==> src/sv/assert_macros.svh <==
// assertion macros used by the smoothing pass unit rtl
`ifndef ASSERT_MACROS_SVH
`define ASSERT_MACROS_SVH

// condition holds at every clock edge out of reset
`define ASSERT_ALWAYS(label, cond, msg) \
   label: assert property (@(posedge clock) disable iff (reset) (cond)) else $error(msg);

// consequent holds in the same cycle as the antecedent
`define ASSERT_IMPLIES(label, ante, cons, msg) \
   label: assert property (@(posedge clock) disable iff (reset) (ante) |-> (cons)) \
      else $error(msg);

// consequent holds in the cycle after the antecedent
`define ASSERT_NEXT(label, ante, cons, msg) \
   label: assert property (@(posedge clock) disable iff (reset) (ante) |=> (cons)) \
      else $error(msg);

`endif

==> src/sv/casp_pkg.sv <==
// package with constants for the cave smoothing pass unit
`default_nettype none

package casp_pkg;

   localparam int MAX_WIDTH_DEF  = 1024;
   localparam int MAX_HEIGHT_DEF = 1024;
   localparam int MIN_DIM        = 3;

   localparam int DIM_W   = 11;
   localparam int COORD_W = 10;
   localparam int THR_W   = 4;
   localparam int CNT_W   = 4;

   // register indexes on the csr port (byte address 4 * index)
   localparam logic [2:0] REG_GRID_WIDTH     = 3'd0;
   localparam logic [2:0] REG_GRID_HEIGHT    = 3'd1;
   localparam logic [2:0] REG_WALL_THRESHOLD = 3'd2;
   localparam logic [2:0] REG_START_COL      = 3'd3;
   localparam logic [2:0] REG_START_ROW      = 3'd4;
   localparam logic [2:0] REG_EXIT_COL       = 3'd5;
   localparam logic [2:0] REG_EXIT_ROW       = 3'd6;

   localparam logic [DIM_W-1:0]   GRID_WIDTH_RST     = 11'd64;
   localparam logic [DIM_W-1:0]   GRID_HEIGHT_RST    = 11'd64;
   localparam logic [THR_W-1:0]   WALL_THRESHOLD_RST = 4'd5;
   localparam logic [COORD_W-1:0] START_COL_RST      = 10'd1;
   localparam logic [COORD_W-1:0] START_ROW_RST      = 10'd1;
   localparam logic [COORD_W-1:0] EXIT_COL_RST       = 10'd62;
   localparam logic [COORD_W-1:0] EXIT_ROW_RST       = 10'd62;

   // input row tracking saturates once the window has two rows behind it
   localparam logic [1:0] IN_ROW_FIRST  = 2'd0;
   localparam logic [1:0] IN_ROW_SECOND = 2'd1;
   localparam logic [1:0] IN_ROW_FULL   = 2'd2;

   localparam int WIN_W      = 9;
   localparam int WIN_CENTER = 4;
   localparam logic [WIN_W-1:0] WIN_RST = 9'h1FF;

   // result queue
   localparam int RSP_DEPTH = 4;
   localparam int RSP_PTR_W = $clog2(RSP_DEPTH);
   localparam int RSP_CNT_W = $clog2(RSP_DEPTH + 1);

endpackage

`default_nettype wire

==> src/sv/cave_automaton_smoothing_pass_unit.sv <==
// cave smoothing pass: line-buffered 3x3 automaton step over a raster cell stream
//
//   channel | direction | handshake              | payload
//   req     | in        | req_tvalid/req_tready  | tdata[0] cell_wall, tuser cmd
//   rsp     | out       | rsp_tvalid/rsp_tready  | tdata[0] next_wall, tlast frame_last
//   csr     | in        | psel/penable/pwrite    | 7 registers at byte address 4*i
//
// one item per cycle while req_tready is high: accept and line buffer read, then window update, rule and write-back
// a result passes the stage 1 registers and the result queue before it reaches rsp
// after reset a clearing pass over all MAX_WIDTH columns fills both line buffers with walls
// req_tready is low during that pass and while queued results plus any item in stage 1 number three or more
`default_nettype none
`include "assert_macros.svh"

module cave_automaton_smoothing_pass_unit #(
   parameter int MAX_WIDTH  = casp_pkg::MAX_WIDTH_DEF,
   parameter int MAX_HEIGHT = casp_pkg::MAX_HEIGHT_DEF
) (
   input  logic        clock,
   input  logic        reset,
   input  logic        req_tvalid,
   output logic        req_tready,
   input  logic [7:0]  req_tdata,     // [0] cell_wall
   input  logic        req_tuser,     // [0] cmd
   output logic        rsp_tvalid,
   input  logic        rsp_tready,
   output logic [7:0]  rsp_tdata,     // [0] next_wall
   output logic        rsp_tlast,
   input  logic        csr_psel,
   input  logic        csr_penable,
   input  logic        csr_pwrite,
   input  logic [4:0]  csr_paddr,
   input  logic [31:0] csr_pwdata,
   output logic [31:0] csr_prdata,
   output logic        csr_pready
);

   localparam int COL_W   = $clog2(MAX_WIDTH);
   localparam int ROW_W   = $clog2(MAX_HEIGHT);
   localparam int DW0     = casp_pkg::DIM_W;
   localparam int DW1     = $clog2(MAX_WIDTH + 1);
   localparam int DW2     = $clog2(MAX_HEIGHT + 1);
   localparam int DW01    = (DW0 > DW1) ? DW0 : DW1;
   localparam int EXT_W   = (DW01 > DW2) ? DW01 : DW2;
   localparam int PW0     = (COL_W > ROW_W) ? COL_W : ROW_W;
   localparam int POS_W   = (PW0 > casp_pkg::COORD_W) ? PW0 : casp_pkg::COORD_W;
   localparam int DIM_W   = casp_pkg::DIM_W;
   localparam int CRD_W   = casp_pkg::COORD_W;
   localparam int THR_W   = casp_pkg::THR_W;
   localparam int CNT_W   = casp_pkg::CNT_W;
   localparam int WIN_W   = casp_pkg::WIN_W;
   localparam int PTR_W   = casp_pkg::RSP_PTR_W;
   localparam int RCW     = casp_pkg::RSP_CNT_W;

   // configuration registers
   logic [DIM_W-1:0] grid_width_ff, grid_height_ff;
   logic [THR_W-1:0] wall_threshold_ff;
   logic [CRD_W-1:0] start_col_ff, start_row_ff, exit_col_ff, exit_row_ff;
   logic             csr_write;

   assign csr_pready = 1'b1;
   assign csr_write  = csr_psel && csr_penable && csr_pwrite && csr_pready;

   always_ff @(posedge clock) begin
      if (reset) begin
         grid_width_ff     <= casp_pkg::GRID_WIDTH_RST;
         grid_height_ff    <= casp_pkg::GRID_HEIGHT_RST;
         wall_threshold_ff <= casp_pkg::WALL_THRESHOLD_RST;
         start_col_ff      <= casp_pkg::START_COL_RST;
         start_row_ff      <= casp_pkg::START_ROW_RST;
         exit_col_ff       <= casp_pkg::EXIT_COL_RST;
         exit_row_ff       <= casp_pkg::EXIT_ROW_RST;
      end else if (csr_write) begin
         case (csr_paddr[4:2])
            casp_pkg::REG_GRID_WIDTH:     grid_width_ff     <= csr_pwdata[DIM_W-1:0];
            casp_pkg::REG_GRID_HEIGHT:    grid_height_ff    <= csr_pwdata[DIM_W-1:0];
            casp_pkg::REG_WALL_THRESHOLD: wall_threshold_ff <= csr_pwdata[THR_W-1:0];
            casp_pkg::REG_START_COL:      start_col_ff      <= csr_pwdata[CRD_W-1:0];
            casp_pkg::REG_START_ROW:      start_row_ff      <= csr_pwdata[CRD_W-1:0];
            casp_pkg::REG_EXIT_COL:       exit_col_ff       <= csr_pwdata[CRD_W-1:0];
            casp_pkg::REG_EXIT_ROW:       exit_row_ff       <= csr_pwdata[CRD_W-1:0];
            default: ;
         endcase
      end
   end

   always_comb begin
      case (csr_paddr[4:2])
         casp_pkg::REG_GRID_WIDTH:     csr_prdata = 32'(grid_width_ff);
         casp_pkg::REG_GRID_HEIGHT:    csr_prdata = 32'(grid_height_ff);
         casp_pkg::REG_WALL_THRESHOLD: csr_prdata = 32'(wall_threshold_ff);
         casp_pkg::REG_START_COL:      csr_prdata = 32'(start_col_ff);
         casp_pkg::REG_START_ROW:      csr_prdata = 32'(start_row_ff);
         casp_pkg::REG_EXIT_COL:       csr_prdata = 32'(exit_col_ff);
         casp_pkg::REG_EXIT_ROW:       csr_prdata = 32'(exit_row_ff);
         default:                      csr_prdata = '0;
      endcase
   end

   // clamped grid size
   logic [EXT_W-1:0] gw_ext, gh_ext, w_eff, h_eff;

   always_comb begin
      gw_ext = EXT_W'(grid_width_ff);
      gh_ext = EXT_W'(grid_height_ff);
      if (gw_ext < EXT_W'(casp_pkg::MIN_DIM)) begin
         w_eff = EXT_W'(casp_pkg::MIN_DIM);
      end else if (gw_ext > EXT_W'(MAX_WIDTH)) begin
         w_eff = EXT_W'(MAX_WIDTH);
      end else begin
         w_eff = gw_ext;
      end
      if (gh_ext < EXT_W'(casp_pkg::MIN_DIM)) begin
         h_eff = EXT_W'(casp_pkg::MIN_DIM);
      end else if (gh_ext > EXT_W'(MAX_HEIGHT)) begin
         h_eff = EXT_W'(MAX_HEIGHT);
      end else begin
         h_eff = gh_ext;
      end
   end

   // line buffer clearing pass after reset
   logic             clear_active_ff;
   logic [COL_W-1:0] clear_addr_ff;

   always_ff @(posedge clock) begin
      if (reset) begin
         clear_active_ff <= 1'b1;
         clear_addr_ff   <= '0;
      end else if (clear_active_ff) begin
         clear_addr_ff <= clear_addr_ff + COL_W'(1);
         if (clear_addr_ff == COL_W'(MAX_WIDTH - 1)) begin
            clear_active_ff <= 1'b0;
         end
      end
   end

   // stage 0: accept, position counters, line buffer read
   logic             req_accept;
   logic             cell_v;
   logic             emit0, border0, last0, free0;
   logic [COL_W-1:0] in_col_ff, in_col_in, out_col_ff, out_col_in;
   logic [1:0]       in_row_ff, in_row_in;
   logic [ROW_W-1:0] out_row_ff, out_row_in;
   logic [EXT_W-1:0] in_col_p1, out_col_p1, out_row_p1;
   logic             in_wrap, out_col_wrap, out_row_end;
   logic [POS_W-1:0] oc_pos, or_pos;

   logic             s1_valid_ff;
   logic             s1_v_ff, s1_emit_ff, s1_border_ff, s1_last_ff, s1_free_ff;
   logic [COL_W-1:0] s1_addr_ff;
   logic [RCW-1:0]   rsp_count_ff;

   assign req_tready = !clear_active_ff &&
                       ((rsp_count_ff + RCW'(s1_valid_ff)) < RCW'(casp_pkg::RSP_DEPTH - 1));
   assign req_accept = req_tvalid && req_tready;
   assign cell_v     = req_tuser || req_tdata[0];

   always_comb begin
      in_col_p1    = EXT_W'(in_col_ff) + EXT_W'(1);
      out_col_p1   = EXT_W'(out_col_ff) + EXT_W'(1);
      out_row_p1   = EXT_W'(out_row_ff) + EXT_W'(1);
      in_wrap      = in_col_p1 >= w_eff;
      out_col_wrap = out_col_p1 >= w_eff;
      out_row_end  = out_row_p1 >= h_eff;
      oc_pos       = POS_W'(out_col_ff);
      or_pos       = POS_W'(out_row_ff);

      emit0   = (in_row_ff == casp_pkg::IN_ROW_FULL) ||
                (in_row_ff == casp_pkg::IN_ROW_SECOND && in_col_ff != '0);
      border0 = out_col_ff == '0 || out_row_ff == '0 || out_col_wrap || out_row_end;
      last0   = out_col_wrap && out_row_end;
      free0   = (oc_pos == POS_W'(start_col_ff) && or_pos == POS_W'(start_row_ff)) ||
                (oc_pos == POS_W'(exit_col_ff) && or_pos == POS_W'(exit_row_ff));

      in_col_in  = in_col_ff;
      in_row_in  = in_row_ff;
      out_col_in = out_col_ff;
      out_row_in = out_row_ff;
      if (req_accept) begin
         if (in_wrap) begin
            in_col_in = '0;
            if (in_row_ff != casp_pkg::IN_ROW_FULL) begin
               in_row_in = in_row_ff + 2'd1;
            end
         end else begin
            in_col_in = in_col_p1[COL_W-1:0];
         end
         if (emit0) begin
            if (last0) begin
               in_col_in  = '0;
               in_row_in  = casp_pkg::IN_ROW_FIRST;
               out_col_in = '0;
               out_row_in = '0;
            end else if (out_col_wrap) begin
               out_col_in = '0;
               out_row_in = out_row_p1[ROW_W-1:0];
            end else begin
               out_col_in = out_col_p1[COL_W-1:0];
            end
         end
      end
   end

   always_ff @(posedge clock) begin
      if (reset) begin
         in_col_ff  <= '0;
         in_row_ff  <= casp_pkg::IN_ROW_FIRST;
         out_col_ff <= '0;
         out_row_ff <= '0;
      end else begin
         in_col_ff  <= in_col_in;
         in_row_ff  <= in_row_in;
         out_col_ff <= out_col_in;
         out_row_ff <= out_row_in;
      end
   end

   // line buffers
   logic             row_older_mem [MAX_WIDTH];
   logic             row_newer_mem [MAX_WIDTH];
   logic             older_rd_ff, newer_rd_ff;
   logic             mem_we, mem_wolder, mem_wnewer;
   logic [COL_W-1:0] mem_waddr;

   always_comb begin
      if (clear_active_ff) begin
         mem_we     = 1'b1;
         mem_waddr  = clear_addr_ff;
         mem_wolder = 1'b1;
         mem_wnewer = 1'b1;
      end else begin
         mem_we     = s1_valid_ff;
         mem_waddr  = s1_addr_ff;
         mem_wolder = newer_rd_ff;
         mem_wnewer = s1_v_ff;
      end
   end

   always_ff @(posedge clock) begin
      if (mem_we) begin
         row_older_mem[mem_waddr] <= mem_wolder;
         row_newer_mem[mem_waddr] <= mem_wnewer;
      end
      if (req_accept) begin
         // write-back to the column being read is passed straight through
         if (mem_we && mem_waddr == in_col_ff) begin
            older_rd_ff <= mem_wolder;
            newer_rd_ff <= mem_wnewer;
         end else begin
            older_rd_ff <= row_older_mem[in_col_ff];
            newer_rd_ff <= row_newer_mem[in_col_ff];
         end
      end
   end

   // stage 1: window shift, neighbor rule, write-back
   always_ff @(posedge clock) begin
      if (reset) begin
         s1_valid_ff <= 1'b0;
      end else begin
         s1_valid_ff <= req_accept;
      end
   end

   always_ff @(posedge clock) begin
      if (req_accept) begin
         s1_v_ff      <= cell_v;
         s1_emit_ff   <= emit0;
         s1_border_ff <= border0;
         s1_last_ff   <= last0;
         s1_free_ff   <= free0;
         s1_addr_ff   <= in_col_ff;
      end
   end

   logic [WIN_W-1:0] window_ff, window_in;
   logic [CNT_W-1:0] wall_count;
   logic             next_wall1;

   always_comb begin
      window_in  = {s1_v_ff, newer_rd_ff, older_rd_ff, window_ff[WIN_W-1:3]};
      wall_count = '0;
      for (int i = 0; i < WIN_W; i++) begin
         if (i != casp_pkg::WIN_CENTER) begin
            wall_count = wall_count + CNT_W'(window_in[i]);
         end
      end
      if (s1_free_ff) begin
         next_wall1 = 1'b0;
      end else if (s1_border_ff) begin
         next_wall1 = 1'b1;
      end else begin
         next_wall1 = wall_count >= wall_threshold_ff;
      end
   end

   always_ff @(posedge clock) begin
      if (reset) begin
         window_ff <= casp_pkg::WIN_RST;
      end else if (s1_valid_ff) begin
         window_ff <= window_in;
      end
   end

   // result queue
   logic [1:0]       rsp_mem_ff [casp_pkg::RSP_DEPTH];
   logic [PTR_W-1:0] rsp_wr_ptr_ff, rsp_rd_ptr_ff;
   logic             rsp_push, rsp_pop;

   assign rsp_push   = s1_valid_ff && s1_emit_ff;
   assign rsp_tvalid = rsp_count_ff != '0;
   assign rsp_pop    = rsp_tvalid && rsp_tready;
   assign rsp_tdata  = {7'b0, rsp_mem_ff[rsp_rd_ptr_ff][0]};
   assign rsp_tlast  = rsp_mem_ff[rsp_rd_ptr_ff][1];

   always_ff @(posedge clock) begin
      if (rsp_push) begin
         rsp_mem_ff[rsp_wr_ptr_ff] <= {s1_last_ff, next_wall1};
      end
   end

   always_ff @(posedge clock) begin
      if (reset) begin
         rsp_wr_ptr_ff <= '0;
         rsp_rd_ptr_ff <= '0;
         rsp_count_ff  <= '0;
      end else begin
         if (rsp_push) begin
            rsp_wr_ptr_ff <= rsp_wr_ptr_ff + PTR_W'(1);
         end
         if (rsp_pop) begin
            rsp_rd_ptr_ff <= rsp_rd_ptr_ff + PTR_W'(1);
         end
         rsp_count_ff <= RCW'(rsp_count_ff + RCW'(rsp_push) - RCW'(rsp_pop));
      end
   end

   `ASSERT_IMPLIES(a_rsp_room, rsp_push, rsp_count_ff < RCW'(casp_pkg::RSP_DEPTH), "result queue overflow")
   `ASSERT_ALWAYS(a_no_ready_while_clearing, !(clear_active_ff && req_tready), "ready in clear")
   `ASSERT_NEXT(a_frame_restart, req_accept && emit0 && last0, in_col_ff == '0 && in_row_ff == casp_pkg::IN_ROW_FIRST && out_col_ff == '0 && out_row_ff == '0, "counters not cleared after last cell")
   `ASSERT_ALWAYS(a_idle_while_clearing, !(clear_active_ff && s1_valid_ff), "item in flight during clearing pass")

endmodule

`default_nettype wire

==> config.mk <==
export PLATFORM = sky130hd
export DESIGN_NAME = cave_automaton_smoothing_pass_unit
export DESIGN_NICKNAME = d
export VERILOG_FILES = /design/src/sv/casp_pkg.sv /design/src/sv/cave_automaton_smoothing_pass_unit.sv
export VERILOG_INCLUDE_DIRS = /design/src /design/src/sv
export SDC_FILE = /design/constraint.sdc
export NUM_CORES = 2
export LEC_CHECK = 0
export BUFFER_PORTS_ARGS = -buffer_cell sky130_fd_sc_hd__buf_2
export CAP_MARGIN = 25
export CORE_ASPECT_RATIO = 0.8
export CORE_MARGIN = 2
export CORE_UTILIZATION = 55
export DETAILED_ROUTE_END_ITERATION = 8
export PLACE_DENSITY = 0.76
export RECOVER_POWER = 25
export SKIP_LAST_GASP = 1
export SLEW_MARGIN = 15
export SYNTH_ARGS = -nofsm -noshare
export SYNTH_HDL_FRONTEND = slang
export SYNTH_SLANG_ARGS = --single-unit
==> constraint.sdc <==
create_clock -name clock -period 32 [get_ports clock]
set_clock_uncertainty 0.15 [all_clocks]
set_input_delay 4.8 -clock clock [delete_from_list [all_inputs] [get_ports clock]]
set_output_delay 4.8 -clock clock [all_outputs]
set_load 0.02 [all_outputs]
# Yosys cells after proc, flatten, opt, wreduce, memory -nomap -nowiden
# Memories as Yosys holds them, arrays and structs flattened. A register that Yosys moved wholly into a read port is not among the register bits.
# Cells that the tools add are included.
dict set report op_classes {
  n_eq_ne 14
  n_reduce_logical 32
  add_sub_neg 17
  n_lt_le_gt_ge 9
  mux 30
}
# cell count
set ops {}
lappend ops {{$mux 10} 8}
lappend ops {{$pmux 11 s7} 1}
lappend ops {{$mux 11} 4}
lappend ops {{$eq 10x10->1} 4}
lappend ops {{$add 10x1->11 const B} 3}
lappend ops {{$ge 11x11->1} 3}
lappend ops {{$gt 11x11->1 const B} 2}
lappend ops {{$lt 11x2->1 const B} 2}
lappend ops {{$logic_not 10->1} 2}
lappend ops {{$add 4x1->4} 4}
lappend ops {{$reduce_and 2->1} 8}
lappend ops {{$mux 2} 6}
lappend ops {{$mux 1} 11}
lappend ops {{$add 10x1->10 const B} 1}
lappend ops {{$eq 10x10->1 const B} 1}
lappend ops {{$logic_and 1x1->1} 10}
lappend ops {{$reduce_bool 10->1} 1}
lappend ops {{$eq 3x3->1 const B} 3}
lappend ops {{$add 2x1->2 const B} 3}
lappend ops {{$add 3x1->3} 2}
lappend ops {{$eq 3x2->1 const B} 2}
lappend ops {{$logic_or 1x1->1} 6}
lappend ops {{$add 3x1->4} 1}
lappend ops {{$ge 4x4->1} 1}
lappend ops {{other kinds (13)} 13}
dict set report word_totals {
  n_memories 3
  ff_bits 141
  mem_bits_rw 2056
  wordCells 129
  output_inout_bits 44
  input_bits 53
}
# memory depth width rd rd_ports_with_merged_regs wr line
set memory_table {}
lappend memory_table {row_newer_mem 1024 1 1 1 1 cave_automaton_smoothing_pass_unit.sv:221} ;# logic row_newer_mem [MAX_WIDTH];
lappend memory_table {row_older_mem 1024 1 1 1 1 cave_automaton_smoothing_pass_unit.sv:220} ;# logic row_older_mem [MAX_WIDTH];
lappend memory_table {rsp_mem_ff 4 2 1 1 1 cave_automaton_smoothing_pass_unit.sv:307} ;# logic [1:0] rsp_mem_ff [casp_pkg::RSP_DEPTH];

# Depth between registers and ports, before layout
dict set report depth {
  depth_word 10
  ltp_mapped 20
}

# Worst setup path before layout
# OpenSTA, ideal clock, no wires.
dict set report synth_path {
  path_kind {input to output}
  from {input port csr_paddr[2]}
  to {output port csr_prdata[10]}
  slack_ns 20.772
  n_path_buf 3
  cell_stages 5
  t_arrival_ns 6.278
  cell_sequence {buf_1 > clkbuf_1 > clkbuf_1 > mux2i_1 > nor3_1}
}
dict set report synth_via {
  elab_chain_len 2
}
# item line
set synth_lines {}
lappend synth_lines {{start, declared} cave_automaton_smoothing_pass_unit.sv:32} ;# input logic [4:0] csr_paddr,
lappend synth_lines {{$eq 3x3->1, or another cell as far along} cave_automaton_smoothing_pass_unit.sv:88} ;# case (csr_paddr[4:2])
lappend synth_lines {{$pmux 11 s7 (*)} cave_automaton_smoothing_pass_unit.sv:88}
lappend synth_lines {{end, declared} cave_automaton_smoothing_pass_unit.sv:34} ;# output logic [31:0] csr_prdata,
# Every way passes the cells marked *; elsewhere a longest branch is shown, timed or not.

# Worst setup path in the final report
dict set report layout_path {
  from {register clear_active_ff}
  to {memory row_newer_mem[73], data pin}
}
dict set report layout_via {
  elab_chain_len 1
}
# item line
set layout_lines {}
lappend layout_lines {{start, declared} cave_automaton_smoothing_pass_unit.sv:123} ;# logic clear_active_ff;
lappend layout_lines {{start signal, assigned} cave_automaton_smoothing_pass_unit.sv:128} ;# clear_active_ff <= 1'b1;
lappend layout_lines {{start signal, assigned} cave_automaton_smoothing_pass_unit.sv:133} ;# clear_active_ff <= 1'b0;
lappend layout_lines {{$mux 1} cave_automaton_smoothing_pass_unit.sv:227} ;# if (clear_active_ff) begin
lappend layout_lines {{net mem_wnewer} cave_automaton_smoothing_pass_unit.sv:223} ;# logic mem_we, mem_wolder, mem_wnewer;
lappend layout_lines {{end, declared} cave_automaton_smoothing_pass_unit.sv:221}
# The timed path passes the listed nets, and every way through them passes these cells.

==> metrics.yaml <==
min_period_ps: 15390
dieArea_um2: 173000
ys_seq_elements: 2198
utilization_pct: 60.3
wl_met3_um: 41800
drt_iter0_drc: 10700
cts_tree: "built"
switchingPower_w: 0.00110
initial_core_util_pct: 55.3
clock_latency_ps: 860
power_leakage_nw: 35.9
rows: 135
gp_congestion: 0.907
cts_setup_buffers: 0
synth_area_leader_cell: "edfxtp_1"
wl_per_cell_um: 30.9
clock_power_share_pct: 42.9
port_buffers: 37
worst_slew_pin_slew_ps: 9870
clock_sinks: 2198
status: "finished with violations"
synthTopCellsByArea: "edfxtp_1 67%, mux4_2 7.4%, mux2i_1 5.4%"
drive_gt1_share_pct: 13.7
internal-power_w: 0.00445
io_pins: 97
synth_most_common_cell: "edfxtp_1"
crit_top_cell: "buf_4"
max_cap_viol_count: 23
dr_wl_met2_um: 114000
cp-end-kind: "flip-flop"
syn_area_um2: 93400
fp.dieH_um: 372
ff2ff_setup_slack_ps: 16610
ant_nets: 0
cts_root_buffer: "clkbuf_16"
route.detailed.drc: 0
hold_buffers: 0
total_power_w: 0.00556
num_vias: 57200
syn_to_final_growth_pct: 9.11
crit_buf_inv: 6
cp_top_family: "buffers and inverters"
synth_area_per_cell_um2: 15.2
clk_path_buf_depth: 3
track_usage_pct: 30.0
synth_edf_count: 2073
critical_path_class: "flip-flop to flip-flop"
crit_chain: "clkbuf_1, or2_0, clkbuf_1, buf_4, buf_4, buf_16, buf_4"
grt_max_degree: 242
timing.fmax_ghz: 0.0650
antenna_found_initial: 18
seqPwrFrac_pct: 55.9
nets: 6172
grt_pass1_vias: 54900
hold_path_class: "flip-flop to flip-flop"
peakVddDrop_mv: 0.0619
ctsResizeCount: 0
finalSetupViolations: 0
fin_crit_sh_pct: 48.1
hold_violations: 0
synthTopCellsByCount: "2073 x edfxtp_1, 1137 x nor2_1, 508 x mux2i_1"
yosysUniqueCellTypes: 74
vias_per_cell: 6.73
die-width_um: 465
drtPass1Iterations: 9
start_kind: "flip-flop"
ys_seq_area_share_pct: 69.4
synthCells: 6129
grt_pass1_wl_um: 377000
cp.required_ps: 32360
ys.flop_type: "edfxtp_1"
cp.arrival_ps: 15750
rsz0062_at_grt: "false"
report.final.slew_viol_count: 1121
clk_pin_slew_ps: 60
setup_tns_ps: 0
fillerInstances: 12200
synth_top_cell_area_share_pct: 66.7
dpl.hpwl_um: 148000
power_density_nw_per_um2: 54.5
core_area_um2: 169000
top_layer_used: "met5"
ys_async_sr_fraction_pct: 0
combPwrFrac_pct: 1.2
slowest_delay_ps: 6880
max-slew-margin-rel_pct: -558
violations: "capacitance limit, slew limit"
cts_inserted_buffers: 196
routed_wl_um: 262000
hold-worst-slack_ps: 336
crit_fanout: 241
cp_slowest_cell: "clkbuf_1"
yosysWarningCount: 0
grt-ovfl-total: 0
cts-htree-levels: 4
swShare_pct: 19.9
m1WireLength_um: 94600
[worst min-delay path, cell delays in order (launching register included)]
cell and delay, ps:
dfxtp_1 330, mux2i_1 70, nand2_1 60
[kinds of logic (layout without fill, tap and decap cells)]
group                    after synthesis  count (layout)  synth area share [%]
AND/OR/NAND/NOR                     1744            1744                  7.69
other                                  2              40               0.00804
AO/OA/AOI/OAI                        635             635                  4.85
adder cells (fa/ha/maj)               63              63                 0.885
flip-flops                          2198            2198                  69.4
multiplexers                         829             829                  13.1
buffers and inverters                560             627                  3.21
XOR/XNOR                              98              98                 0.919
[cell type report]
class,instances,area (µm²),area share (%)
flip-flops and latches,2198,64800,63.6
inverters,48,185,0.182
multi-input cells,3398,25900,25.4
repair buffers,214,1790,1.76
well taps,2260,2830,2.78
clock buffers,262,5300,5.21
diodes,11,27.5,0.0270
clock inverters,103,1100,1.08
[routing by layer]
| metal | track usage [%] | up-vias |
|---|---|---|
| li1 | - | 23200 |
| met1 | 42.0 | 28600 |
| met5 | 0 | - |
| met3 | 10.0 | 705 |
| met2 | 43.6 | 4623 |
| met4 | 12.3 | 12 |
[registers in the layout (all words and copies together), names as in the netlist, 3 cells and up, named ones only]
signal             cells
row_newer_mem       1024
row_older_mem       1024
gh_ext                11
grid_width_ff         11
clear_addr_ff         10
exit_col_ff           10
exit_row_ff           10
in_col_ff             10
oc_pos                10
or_pos                10
s1_addr_ff            10
start_col_ff          10
start_row_ff          10
rsp_mem_ff             8
window_ff              6
wall_threshold_ff      4
rsp_count_ff           3
[layout by cell type, fill, tap and decap left out, drive strengths merged, types with 11 or more instances in the layout]
cell    synthesis  layout
edfxtp       2073    2073
nor2         1137    1137
mux2i         508     508
mux4          310     310
clkbuf        292     287
nand2         285     285
buf           220     189
a21oi         125     125
dfxtp         125     125
a221oi        115     115
a22oi         112     112
o21ai          93      93
nand3          81      81
clkinv          3      76
nor3           71      71
ha             58      58
xnor2          51      51
inv            45      48
xor2           47      47
nand4          34      34
conb            2      29
nor4           27      27
o211ai         26      26
and3           23      23
a31oi          22      22
bufinv          0      21
or3            20      20
a211oi         19      19
nand2b         19      19
a221o          19      19
nor2b          18      18
o22ai          17      17
a21o           15      15
or2            12      12
diode           0      11
mux2           11      11
[metrics by stage]
stage	setup slack, ps	area, µm²	instances
CTS	20500	102000	8470
detailed placement	20510	95400	8105
global route	15580	102000	8483
floorplan	20770	93500	6156
global placement	20530	95000	8080
finish	16610	102000	8494
[final timing paths]
kind | start | endpoint | depth (start not counted)
worst max-delay path | clear_active_ff$_SDFF_PP1_ | row_newer_mem[73]$_DFFE_PP_ | 7
worst max register to register | clear_active_ff$_SDFF_PP1_ | row_newer_mem[73]$_DFFE_PP_ | 7
worst min register to register | window_ff[7]$_SDFFE_PP1P_ | window_ff[7]$_SDFFE_PP1P_ | 2
worst min-delay path | window_ff[7]$_SDFFE_PP1P_ | window_ff[7]$_SDFFE_PP1P_ | 2
[power groups by stage]
stage / Sequential, W / Clock (W) / Combinational [W]
after CTS: 0.00310 / 0.00239 / 0.0000660
final: 0.00310 / 0.00238 / 0.0000676
after global placement: 0.00317 / 0 / 0.0000647
after global routing: 0.00310 / 0.00250 / 0.0000718
after floorplan: 0.00317 / 0 / 0.0000413
after detailed placement: 0.00317 / 0 / 0.0000655
Power figures use the tool's default switching activity.
